`config.mk`:
```
export PLATFORM = sky130hd
export DESIGN_NAME = neighbor_table_with_role_counts_top
export DESIGN_NICKNAME = d
export VERILOG_FILES = /design/src/hdl/ntrc_pkg.sv /design/src/hdl/ntrc_cmp_unit.sv /design/src/hdl/ntrc_table.sv /design/src/hdl/neighbor_table_with_role_counts_top.sv
export SDC_FILE = /design/constraint.sdc
export NUM_CORES = 2
export LEC_CHECK = 0
export BUFFER_PORTS_ARGS = -buffer_cell sky130_fd_sc_hd__clkbuf_2
export CORE_ASPECT_RATIO = 1.5
export CORE_MARGIN = 3
export CORE_UTILIZATION = 55
export CTS_BUF_LIST = sky130_fd_sc_hd__clkbuf_4 sky130_fd_sc_hd__clkbuf_8 sky130_fd_sc_hd__clkbuf_16
export CTS_CLUSTER_SIZE = 16
export DETAILED_ROUTE_END_ITERATION = 10
export MAX_ROUTING_LAYER = met4
export PLACE_DENSITY = 0.72
export SYNTH_ARGS = -nofsm -noshare
export SYNTH_HDL_FRONTEND = slang
export SYNTH_SLANG_ARGS = --single-unit
```
`constraint.sdc`:
```
create_clock -name i_clk -period 5.9 [get_ports i_clk]
set_input_delay 1.18 -clock i_clk [delete_from_list [all_inputs] [get_ports i_clk]]
set_output_delay 1.18 -clock i_clk [all_outputs]
set_load 0.05 [all_outputs]
```
`src/hdl/ntrc_pkg.sv`:
```
// ----------------------------------------------------------------------------
// ntrc_pkg
// Shared types and codes of the neighbor table with per-role counts.
// ----------------------------------------------------------------------------
package ntrc_pkg;

    localparam int ID_W     = 32;
    localparam int TIME_W   = 32;
    localparam int ROLE_W   = 3;
    localparam int DIST_W   = 8;
    localparam int PKT_W    = 32;
    localparam int WEIGHT_W = 8;

    localparam logic [WEIGHT_W-1:0] WEIGHT_START = 8'd128;
    localparam int                  ROLE_SLOTS   = 8;

    // input commands
    localparam logic CMD_UPDATE = 1'b0;
    localparam logic CMD_SWEEP  = 1'b1;

    // result status codes
    localparam logic [2:0] STAT_UPDATED = 3'd0;
    localparam logic [2:0] STAT_ADDED   = 3'd1;
    localparam logic [2:0] STAT_FULL    = 3'd2;
    localparam logic [2:0] STAT_IGNORED = 3'd3;
    localparam logic [2:0] STAT_SWEPT   = 3'd4;

    // configuration register indexes
    localparam logic [1:0] CFG_OWN_ID  = 2'd0;
    localparam logic [1:0] CFG_TIMEOUT = 2'd1;
    localparam logic [1:0] CFG_QUEEN   = 2'd2;

    // shared compare unit operations
    localparam logic CMP_EQ  = 1'b0;   // a == b
    localparam logic CMP_AGE = 1'b1;   // (a - b) mod 2^32 > lim

    typedef struct packed {
        logic [PKT_W-1:0]    packets;
        logic [WEIGHT_W-1:0] weight;
        logic [DIST_W-1:0]   distance;
    } t_aux;

    typedef struct packed {
        logic [ID_W-1:0]   id;
        logic [TIME_W-1:0] seen_at;
        logic [ROLE_W-1:0] role;
        t_aux              aux;
    } t_entry;

    typedef struct packed {
        logic   rd_en;
        logic   wr_en;
        logic   clr_en;
        t_entry wr;
    } t_tbl_req;

    typedef struct packed {
        logic   valid;
        t_entry entry;
    } t_tbl_rd;

endpackage

```
`src/hdl/ntrc_cmp_unit.sv`:
```
// ----------------------------------------------------------------------------
// ntrc_cmp_unit
// Shared compare unit: id match or wrapped-age-over-limit test.
// ----------------------------------------------------------------------------
module ntrc_cmp_unit (
    input  logic                      i_op,
    input  logic [ntrc_pkg::ID_W-1:0] i_a,
    input  logic [ntrc_pkg::ID_W-1:0] i_b,
    input  logic [ntrc_pkg::ID_W-1:0] i_lim,
    output logic                      o_hit
);
    import ntrc_pkg::*;

    logic [ID_W-1:0] diff;

    assign diff = i_a - i_b;

    always_comb begin
        case (i_op)
            CMP_EQ:  o_hit = (i_a == i_b);
            CMP_AGE: o_hit = (diff > i_lim);
            default: o_hit = 1'b0;
        endcase
    end

endmodule

```
`src/hdl/ntrc_table.sv`:
```
// ----------------------------------------------------------------------------
// ntrc_table
// Entry storage: one read and one write port, registered read, valid flops.
// ----------------------------------------------------------------------------
module ntrc_table #(
    parameter int DEPTH = 16,
    parameter int IW    = (DEPTH > 1) ? $clog2(DEPTH) : 1
) (
    input  logic               i_clk,
    input  logic               i_rst_n,
    input  ntrc_pkg::t_tbl_req i_req,
    input  logic [IW-1:0]      i_rd_addr,
    input  logic [IW-1:0]      i_wr_addr,
    output ntrc_pkg::t_tbl_rd  o_rd
);
    import ntrc_pkg::*;

    t_entry           r_mem [DEPTH];
    logic [DEPTH-1:0] r_valid;
    t_tbl_rd          r_rd;

    // occupancy; a cleared slot reads as free
    always_ff @(posedge i_clk) begin
        if (!i_rst_n) begin
            r_valid <= '0;
        end else if (i_req.wr_en) begin
            r_valid[i_wr_addr] <= 1'b1;
        end else if (i_req.clr_en) begin
            r_valid[i_wr_addr] <= 1'b0;
        end
    end

    always_ff @(posedge i_clk) begin
        if (i_req.wr_en) begin
            r_mem[i_wr_addr] <= i_req.wr;
        end
        if (i_req.rd_en) begin
            r_rd.entry <= r_mem[i_rd_addr];
            r_rd.valid <= r_valid[i_rd_addr];
        end
    end

    assign o_rd = r_rd;

endmodule

```
`src/hdl/neighbor_table_with_role_counts_top.sv`:
```
// ----------------------------------------------------------------------------
// neighbor_table_with_role_counts_top
// Neighbor table with aging, per-role counts, live count and queen tracking.
//
// An item is either a neighbor update or an expire sweep; each gives one
// result item. The block takes one item at a time and holds o_in_stall high
// until that item's result is loaded into the output register. Both kinds of
// item scan the table through its single read port, one entry per cycle,
// with the shared compare unit testing each entry as it comes back: an
// update stops its scan at the matching slot when it hits early, an ignored
// update (own id or id zero) skips the scan, and a sweep reads every slot.
// The result waits in the output register while the next item is accepted
// and scanned; the final table write waits only if that register is still
// full.
// ----------------------------------------------------------------------------
module neighbor_table_with_role_counts_top #(
    parameter int TABLE_DEPTH = 16
) (
    input  logic                        i_clk,
    input  logic                        i_rst_n,
    // configuration write port
    input  logic                        i_cfg_we,
    input  logic [1:0]                  i_cfg_index,
    input  logic [31:0]                 i_cfg_data,
    // input item channel
    input  logic                        i_in_valid,
    output logic                        o_in_stall,
    input  logic                        i_command,
    input  logic [ntrc_pkg::ID_W-1:0]   i_neighbor_id,
    input  logic [ntrc_pkg::ROLE_W-1:0] i_neighbor_role,
    input  logic [ntrc_pkg::DIST_W-1:0] i_hop_distance,
    input  logic [ntrc_pkg::TIME_W-1:0] i_current_time,
    // result item channel
    output logic                        o_out_valid,
    input  logic                        i_out_stall,
    output logic [2:0]                  o_status,
    output logic [3:0]                  o_slot_index,
    output logic [4:0]                  o_expired_total,
    output logic [4:0]                  o_neighbor_total,
    output logic [ntrc_pkg::ID_W-1:0]   o_queen_id
);
    import ntrc_pkg::*;

    localparam int IW = (TABLE_DEPTH > 1) ? $clog2(TABLE_DEPTH) : 1;
    localparam int CW = $clog2(TABLE_DEPTH + 1);   // holds 0..TABLE_DEPTH

    localparam logic [1:0] S_IDLE  = 2'd0;
    localparam logic [1:0] S_SCAN  = 2'd1;
    localparam logic [1:0] S_APPLY = 2'd2;

    // configuration
    logic [ID_W-1:0]   r_own_id;
    logic [TIME_W-1:0] r_timeout;
    logic [ROLE_W-1:0] r_queen_role;

    // sequencer
    logic [1:0]    r_state, n_state;
    logic [CW-1:0] r_issue, n_issue;   // next slot to read
    logic          r_dv, n_dv;         // read data in flight
    logic [IW-1:0] r_didx, n_didx;     // slot of read data

    // latched item
    logic              r_cmd, n_cmd;
    logic [ID_W-1:0]   r_id, n_id;
    logic [ROLE_W-1:0] r_role, n_role;
    logic [DIST_W-1:0] r_dist, n_dist;
    logic [TIME_W-1:0] r_now, n_now;
    logic              r_ign, n_ign;

    // scan findings
    logic              r_hit, n_hit;
    logic [IW-1:0]     r_slot, n_slot;
    logic              r_have_free, n_have_free;
    logic [IW-1:0]     r_free, n_free;
    logic [ROLE_W-1:0] r_old_role, n_old_role;
    t_aux              r_old_aux, n_old_aux;
    logic [CW-1:0]     r_freed, n_freed;

    // block state
    logic [CW-1:0]   r_live, n_live;
    logic [CW-1:0]   r_tally [ROLE_SLOTS];
    logic [CW-1:0]   n_tally [ROLE_SLOTS];
    logic [ID_W-1:0] r_queen, n_queen;

    // output register
    logic            r_out_valid, n_out_valid;
    logic [2:0]      r_o_status, n_o_status;
    logic [IW-1:0]   r_o_slot, n_o_slot;
    logic [CW-1:0]   r_o_expired, n_o_expired;
    logic [CW-1:0]   r_o_total, n_o_total;
    logic [ID_W-1:0] r_o_queen, n_o_queen;

    // table and compare unit hookup
    t_tbl_req      tbl_req;
    t_tbl_rd       tbl_rd;
    logic [IW-1:0] rd_addr;
    logic [IW-1:0] wr_addr;
    logic          cmp_op;
    logic [ID_W-1:0] cmp_a;
    logic [ID_W-1:0] cmp_b;
    logic          cmp_hit;

    logic          in_accept;
    logic          stop;
    logic [IW-1:0] tgt;

    assign o_in_stall = (r_state != S_IDLE);
    assign in_accept  = i_in_valid && !o_in_stall;

    ntrc_table #(
        .DEPTH (TABLE_DEPTH),
        .IW    (IW)
    ) u_table (
        .i_clk     (i_clk),
        .i_rst_n   (i_rst_n),
        .i_req     (tbl_req),
        .i_rd_addr (rd_addr),
        .i_wr_addr (wr_addr),
        .o_rd      (tbl_rd)
    );

    // sweep: age of entry against timeout; update: id match
    assign cmp_op = r_cmd;
    assign cmp_a  = (r_cmd == CMD_SWEEP) ? r_now : tbl_rd.entry.id;
    assign cmp_b  = (r_cmd == CMD_SWEEP) ? tbl_rd.entry.seen_at : r_id;

    ntrc_cmp_unit u_cmp (
        .i_op  (cmp_op),
        .i_a   (cmp_a),
        .i_b   (cmp_b),
        .i_lim (r_timeout),
        .o_hit (cmp_hit)
    );

    always_ff @(posedge i_clk) begin
        if (!i_rst_n) begin
            r_own_id     <= '0;
            r_timeout    <= 32'd500;
            r_queen_role <= 3'd4;
        end else if (i_cfg_we) begin
            case (i_cfg_index)
                CFG_OWN_ID:  r_own_id     <= i_cfg_data;
                CFG_TIMEOUT: r_timeout    <= i_cfg_data;
                CFG_QUEEN:   r_queen_role <= i_cfg_data[ROLE_W-1:0];
                default:     ;
            endcase
        end
    end

    always_comb begin
        n_state     = r_state;
        n_issue     = r_issue;
        n_dv        = 1'b0;
        n_didx      = r_didx;
        n_cmd       = r_cmd;
        n_id        = r_id;
        n_role      = r_role;
        n_dist      = r_dist;
        n_now       = r_now;
        n_ign       = r_ign;
        n_hit       = r_hit;
        n_slot      = r_slot;
        n_have_free = r_have_free;
        n_free      = r_free;
        n_old_role  = r_old_role;
        n_old_aux   = r_old_aux;
        n_freed     = r_freed;
        n_live      = r_live;
        n_tally     = r_tally;
        n_queen     = r_queen;
        n_out_valid = r_out_valid && i_out_stall;
        n_o_status  = r_o_status;
        n_o_slot    = r_o_slot;
        n_o_expired = r_o_expired;
        n_o_total   = r_o_total;
        n_o_queen   = r_o_queen;
        tbl_req     = '0;
        rd_addr     = r_issue[IW-1:0];
        wr_addr     = r_didx;
        stop        = 1'b0;
        tgt         = r_slot;

        case (r_state)
            S_IDLE: begin
                if (in_accept) begin
                    n_cmd       = i_command;
                    n_id        = i_neighbor_id;
                    n_role      = i_neighbor_role;
                    n_dist      = i_hop_distance;
                    n_now       = i_current_time;
                    n_ign       = (i_command == CMD_UPDATE) &&
                                  ((i_neighbor_id == r_own_id) || (i_neighbor_id == '0));
                    n_issue     = '0;
                    n_hit       = 1'b0;
                    n_have_free = 1'b0;
                    n_free      = '0;
                    n_freed     = '0;
                    n_state     = n_ign ? S_APPLY : S_SCAN;
                end
            end

            S_SCAN: begin
                // look at the entry read last cycle
                if (r_dv) begin
                    if (r_cmd == CMD_UPDATE) begin
                        if (tbl_rd.valid && cmp_hit) begin
                            stop       = 1'b1;
                            n_hit      = 1'b1;
                            n_slot     = r_didx;
                            n_old_role = tbl_rd.entry.role;
                            n_old_aux  = tbl_rd.entry.aux;
                            n_state    = S_APPLY;
                        end else if (!tbl_rd.valid && !r_have_free) begin
                            n_have_free = 1'b1;
                            n_free      = r_didx;
                        end
                    end else if (tbl_rd.valid && cmp_hit) begin
                        tbl_req.clr_en = 1'b1;
                        if (tbl_rd.entry.role != '0 && n_tally[tbl_rd.entry.role] != '0) begin
                            n_tally[tbl_rd.entry.role] = n_tally[tbl_rd.entry.role] - 1'b1;
                        end
                        if (r_live != '0) begin
                            n_live = r_live - 1'b1;
                        end
                        n_freed = r_freed + 1'b1;
                    end
                end
                // read ahead one slot
                if (!stop && (r_issue < CW'(TABLE_DEPTH))) begin
                    tbl_req.rd_en = 1'b1;
                    n_issue       = r_issue + 1'b1;
                    n_didx        = r_issue[IW-1:0];
                    n_dv          = 1'b1;
                end
                if (!r_dv && (r_issue == CW'(TABLE_DEPTH))) begin
                    n_state = S_APPLY;
                end
            end

            S_APPLY: begin
                if (!r_out_valid || !i_out_stall) begin
                    n_out_valid = 1'b1;
                    n_state     = S_IDLE;
                    n_o_slot    = '0;
                    n_o_expired = '0;
                    if (r_cmd == CMD_SWEEP) begin
                        n_o_status  = STAT_SWEPT;
                        n_o_expired = r_freed;
                    end else if (r_ign) begin
                        n_o_status = STAT_IGNORED;
                    end else if (!r_hit && !r_have_free) begin
                        n_o_status = STAT_FULL;
                    end else begin
                        tbl_req.wr_en        = 1'b1;
                        tbl_req.wr.id        = r_id;
                        tbl_req.wr.seen_at   = r_now;
                        tbl_req.wr.role      = r_role;
                        if (r_hit) begin
                            tgt = r_slot;
                            // role count moves only on a role change
                            if (r_old_role != r_role) begin
                                if (r_old_role != '0 && n_tally[r_old_role] != '0) begin
                                    n_tally[r_old_role] = n_tally[r_old_role] - 1'b1;
                                end
                                if (r_role != '0 && n_tally[r_role] != '1) begin
                                    n_tally[r_role] = n_tally[r_role] + 1'b1;
                                end
                            end
                            tbl_req.wr.aux.packets = (r_old_aux.packets != '1) ?
                                                     r_old_aux.packets + 1'b1 :
                                                     r_old_aux.packets;
                            tbl_req.wr.aux.weight  = r_old_aux.weight;
                            n_o_status = STAT_UPDATED;
                        end else begin
                            tgt = r_free;
                            if (r_live != '1) begin
                                n_live = r_live + 1'b1;
                            end
                            if (r_role != '0 && n_tally[r_role] != '1) begin
                                n_tally[r_role] = n_tally[r_role] + 1'b1;
                            end
                            tbl_req.wr.aux.packets = PKT_W'(1);
                            tbl_req.wr.aux.weight  = WEIGHT_START;
                            n_o_status = STAT_ADDED;
                        end
                        tbl_req.wr.aux.distance = r_dist;
                        wr_addr  = tgt;
                        n_o_slot = tgt;
                        if (r_role == r_queen_role) begin
                            n_queen = r_id;
                        end
                    end
                    n_o_total = n_live;
                    n_o_queen = n_queen;
                end
            end

            default: begin
                n_state = S_IDLE;
            end
        endcase
    end

    always_ff @(posedge i_clk) begin
        if (!i_rst_n) begin
            r_state     <= S_IDLE;
            r_dv        <= 1'b0;
            r_live      <= '0;
            r_tally     <= '{default: '0};
            r_queen     <= '0;
            r_out_valid <= 1'b0;
        end else begin
            r_state     <= n_state;
            r_dv        <= n_dv;
            r_live      <= n_live;
            r_tally     <= n_tally;
            r_queen     <= n_queen;
            r_out_valid <= n_out_valid;
        end
    end

    always_ff @(posedge i_clk) begin
        r_issue     <= n_issue;
        r_didx      <= n_didx;
        r_cmd       <= n_cmd;
        r_id        <= n_id;
        r_role      <= n_role;
        r_dist      <= n_dist;
        r_now       <= n_now;
        r_ign       <= n_ign;
        r_hit       <= n_hit;
        r_slot      <= n_slot;
        r_have_free <= n_have_free;
        r_free      <= n_free;
        r_old_role  <= n_old_role;
        r_old_aux   <= n_old_aux;
        r_freed     <= n_freed;
        r_o_status  <= n_o_status;
        r_o_slot    <= n_o_slot;
        r_o_expired <= n_o_expired;
        r_o_total   <= n_o_total;
        r_o_queen   <= n_o_queen;
    end

    assign o_out_valid      = r_out_valid;
    assign o_status         = r_o_status;
    assign o_slot_index     = 4'(r_o_slot);
    assign o_expired_total  = 5'(r_o_expired);
    assign o_neighbor_total = 5'(r_o_total);
    assign o_queen_id       = r_o_queen;

`ifndef SYNTHESIS
    // in the cycle after an item is accepted the block is busy
    a_busy_after_accept: assert property (@(posedge i_clk) disable iff (!i_rst_n)
        in_accept |=> o_in_stall)
        else $error("input not stalled after accept");

    // read data in flight always belongs to the slot just before the read pointer
    a_scan_track: assert property (@(posedge i_clk) disable iff (!i_rst_n)
        (r_state == S_SCAN && r_dv) |-> (r_issue == CW'(r_didx) + 1'b1))
        else $error("scan pointer and data slot out of step");

    // live count bounded by table size
    a_live_bound: assert property (@(posedge i_clk) disable iff (!i_rst_n)
        r_live <= CW'(TABLE_DEPTH))
        else $error("live count exceeds table depth");

    // a newly added neighbor leaves at least one live entry
    a_added_nonzero: assert property (@(posedge i_clk) disable iff (!i_rst_n)
        (r_out_valid && r_o_status == STAT_ADDED) |-> (r_o_total != '0))
        else $error("added neighbor with zero live count");

    // the ignore path never reports a matched slot
    a_ign_no_hit: assert property (@(posedge i_clk) disable iff (!i_rst_n)
        (r_state == S_APPLY && r_ign && r_cmd == CMD_UPDATE) |-> !r_hit)
        else $error("ignored update found a hit");
`endif

endmodule

```
==> results_dict.tcl <==
set metrics [dict create \
    syn_to_final_growth_pct 13.6 \
    reg2reg_slack_ns 0.14 \
    synthAdderAreaFrac_pct 1.62 \
    synthCells 2901 \
    register_area_sq_um 39400 \
    syn-num-nets 3086 \
    numCtsBuffers 116 \
    synthSimpleGateAreaFrac_pct 4.85 \
    yosys-mux-area-fraction_pct 15.5 \
    final_cell_mix "edfxtp_1 (1231), mux4_2 (325), nand2_1 (180)" \
    period_needed_ns 5.76 \
    synth_edf_count 1231 \
    grt_max_degree 142 \
    path_max_fanout 13 \
    die_h_um 391 \
    rsz0062_at_grt "yes" \
    cp_slowest_stage_delay_ns 0.64 \
    layout-drive-gt1-share_pct 28.9 \
    clk_latency_ns 0.75 \
    detail_route.iter0.violations 3640 \
    vias 29308 \
    hold_path.class "reg2reg" \
    synth_flop_cell "edfxtp_1" \
    post-dp-hpwl_um 84700 \
    coreArea_sq_um 97600 \
    final_area_sq_um 61800 \
    final_common_cell "edfxtp_1" \
    portBuffers 157 \
    status "finished clean" \
    die_x_um 263 \
    cts_tree "yes" \
    tightest_slew_ns 1.30 \
    end_kind "flop" \
    finalMaxSlewViolations 0 \
    leakagePower_uw 0.0230 \
    placement_rows 140 \
    clock_path_buffers 3 \
    root_buffer "clkbuf_16" \
    wl_um 141000 \
    gp_congestion 0.945 \
    setup_violations 0 \
    worst_setup_path_start_kind "flop" \
    ioPinCount 166 \
    htreeDepth 3 \
    skew_ns 0.0463 \
    synth_seq_cells 1355 \
    pre_cts_ws_ns 0.0432 \
    cp_cell_sequence "buf_12, buf_12, mux2_2, ha_2, a21oi_2, o21ai_2, o21ai_2, o2111ai_4, a2111oi_4, buf_4, nor2_4, a2111oi_4, a311o_1, ha_1, nand4_1, or4_4, nor4_4, o311ai_4, buf_12, nor2_4, nand4_2, o221a_1" \
    ys_types 83 \
    ir_worst_vdd_v 0.000218 \
    clkSinkCount 1355 \
    grt_pass1_vias 29850 \
    drtPass1Iterations 6 \
    die_area_sq_um 103000 \
    hold_depth 2 \
    wire_per_inst_um 31.2 \
    async_flop_share_pct 0 \
    slew_headroom_pct 12.4 \
    hold_end "r_timeout[21]" \
    remaining_drc_errors 0 \
    crit_family "compound AO/OA/AOI/OAI gates" \
    multi_input_area_sq_um 14400 \
    grt_antenna_before_repair 4 \
    synth_compound_area_share_pct 2.96 \
    critPathKind "reg2reg" \
    hp-start "r_timeout[21]" \
    p_per_area_nw_per_um2 346 \
    worstPathArrival_ns 6.37 \
    postCtsHoldBufs 0 \
    postSynthAreaPerCell_sq_um 18.8 \
    final_net_count 3337 \
    final.period_utilization_pct 97.6 \
    overflow 0 \
    grt_first_pass_wirelength_um 206000 \
    fin_setup_tns_ns 0 \
    max_clock_freq_ghz 0.174 \
    drv_cap 0 \
    initial_utilization_pct 55.8 \
    crit_required_ns 6.51 \
    fillCellCount 6494 \
    postRouteAntennaNets 0 \
    place_area_sq_um 57500 \
    synth_area_sq_um 54400 \
    worstRegToRegCells 22 \
    vias_per_cell 6.47 \
    cp_common_cell "buf_12" \
    finalHoldViolCount 0 \
    worst_slack_ns 0.141 \
    crit_slowest_cell "edfxtp_1" \
    worst-path-buf-inv 4 \
    grt_usage_pct 28.4 \
    ys_warn_count 0 \
    synth_top_family_by_area "multiplexers" \
    clk_pin_slew_ns 0.06 \
    ys_seq_area_share_pct 72.5 \
    r2r_start "cmp_op" \
    synth_xor_area_share_pct 1.09 \
]
-- flip-flops by register name (all words and copies together), names as in the netlist, 32 cells and up, named ones only --
name,flops
r_now,32
r_queen,32
u_table.r_mem,1024
o_queen_id,32
r_own_id,32
r_id,32
r_timeout,32
u_table.o_rd,65
-- cell families (layout without fill, tap and decap cells) --
family | Yosys count | count (layout)
other | 0 | 1
AO/OA/AOI/OAI | 235 | 235
buffers and inverters | 200 | 550
adder cells (fa/ha/maj) | 70 | 70
XOR/XNOR | 68 | 68
flip-flops | 1355 | 1355
multiplexers | 429 | 429
AND/OR/NAND/NOR | 544 | 545
-- area by class of cell --
type / count / share of cell area, %
repair buffers: 277 / 3.36
flip-flops and latches: 1355 / 63.8
diodes: 1 / 0.00405
inverters: 55 / 0.340
clock inverters: 74 / 1.45
multi-input cells: 1347 / 23.4
clock buffers: 144 / 5.09
well taps: 1278 / 2.59
-- per-layer routing --
layer  wire [um]  part of all wire (%)  vias up  global-route usage, %
met4        4620                   3.3        0                   8.81
li1            -                     -    12175                      -
met2       70900                    50     1550                   46.0
met3       11600                   8.2      236                   4.28
met5           0                     0        -                      -
met1       54200                    38    15347                   37.8
-- where the power goes --
group	switching (uW)	total, uW	leakage, uW	internal [uW]
sequential	177	10800	0.0146	10600
combinational	1550	2620	0.00640	1070
clock	3500	7990	0.00197	4490
-- cell usage after synthesis, types with 17 or more instances --
cell / instances / area (sq um)
nand2_1: 180 / 676
ha_1: 69 / 863
nor2_1: 131 / 492
and3_1: 70 / 438
buf_2: 17 / 85.1
a21o_1: 18 / 135
nor4_1: 17 / 106
nor3_1: 47 / 235
mux2_2: 63 / 709
a21oi_1: 97 / 485
clkbuf_1: 105 / 394
inv_1: 53 / 199
buf_1: 21 / 78.8
edfxtp_1: 1231 / 37000
xnor2_1: 53 / 464
dfxtp_1: 124 / 2480
o21ai_0: 18 / 90.1
nand3_1: 20 / 100
nand4_1: 23 / 144
mux2i_1: 40 / 400
mux4_2: 325 / 7320
-- worst max-delay path by stage --
| stage | startpoint | slack, ns | endpoint | cells past startpoint |
|---|---|---|---|---|
| final | cmp_op | 0.14 | flop | 22 |
| after global routing | cmp_op | -0.04 | flop | 22 |
| after CTS | cmp_op | 0.03 | r_freed[4] | 20 |
| after detailed placement | cmp_op | 0.04 | r_freed[1] | 20 |
| after global placement | cmp_op | 0.14 | r_freed[4] | 20 |
| after floorplan | cmp_op | 0.27 | r_didx[0] | 10 |
-- tightest hold or removal path: cells and delay by family (launching register included) --
family	cells	cell delay [ns]
DFF	1	0.31
and+or+nand+nor	1	0.05
AOI/OAI and AO/OA	1	0.06
-- repair_timing --
action	4_1_cts	5_1_grt
resized for setup	0	26
hold endpoints to repair	0	0
buffers inserted	0	11
setup endpoints to repair	0	26
-- stage by stage --
step	total power (uW)	cells	utilization (%)	hold slack, ns
global placement	13500	4299	59.0	0.447
global route	22000	4530	63.4	0.480
CTS	21400	4517	63.1	0.466
floorplan	12700	2901	-	0.424
detailed placement	13500	4299	59.0	0.453
finish	21400	4531	63.4	0.465
Power figures use the tool's default switching activity.
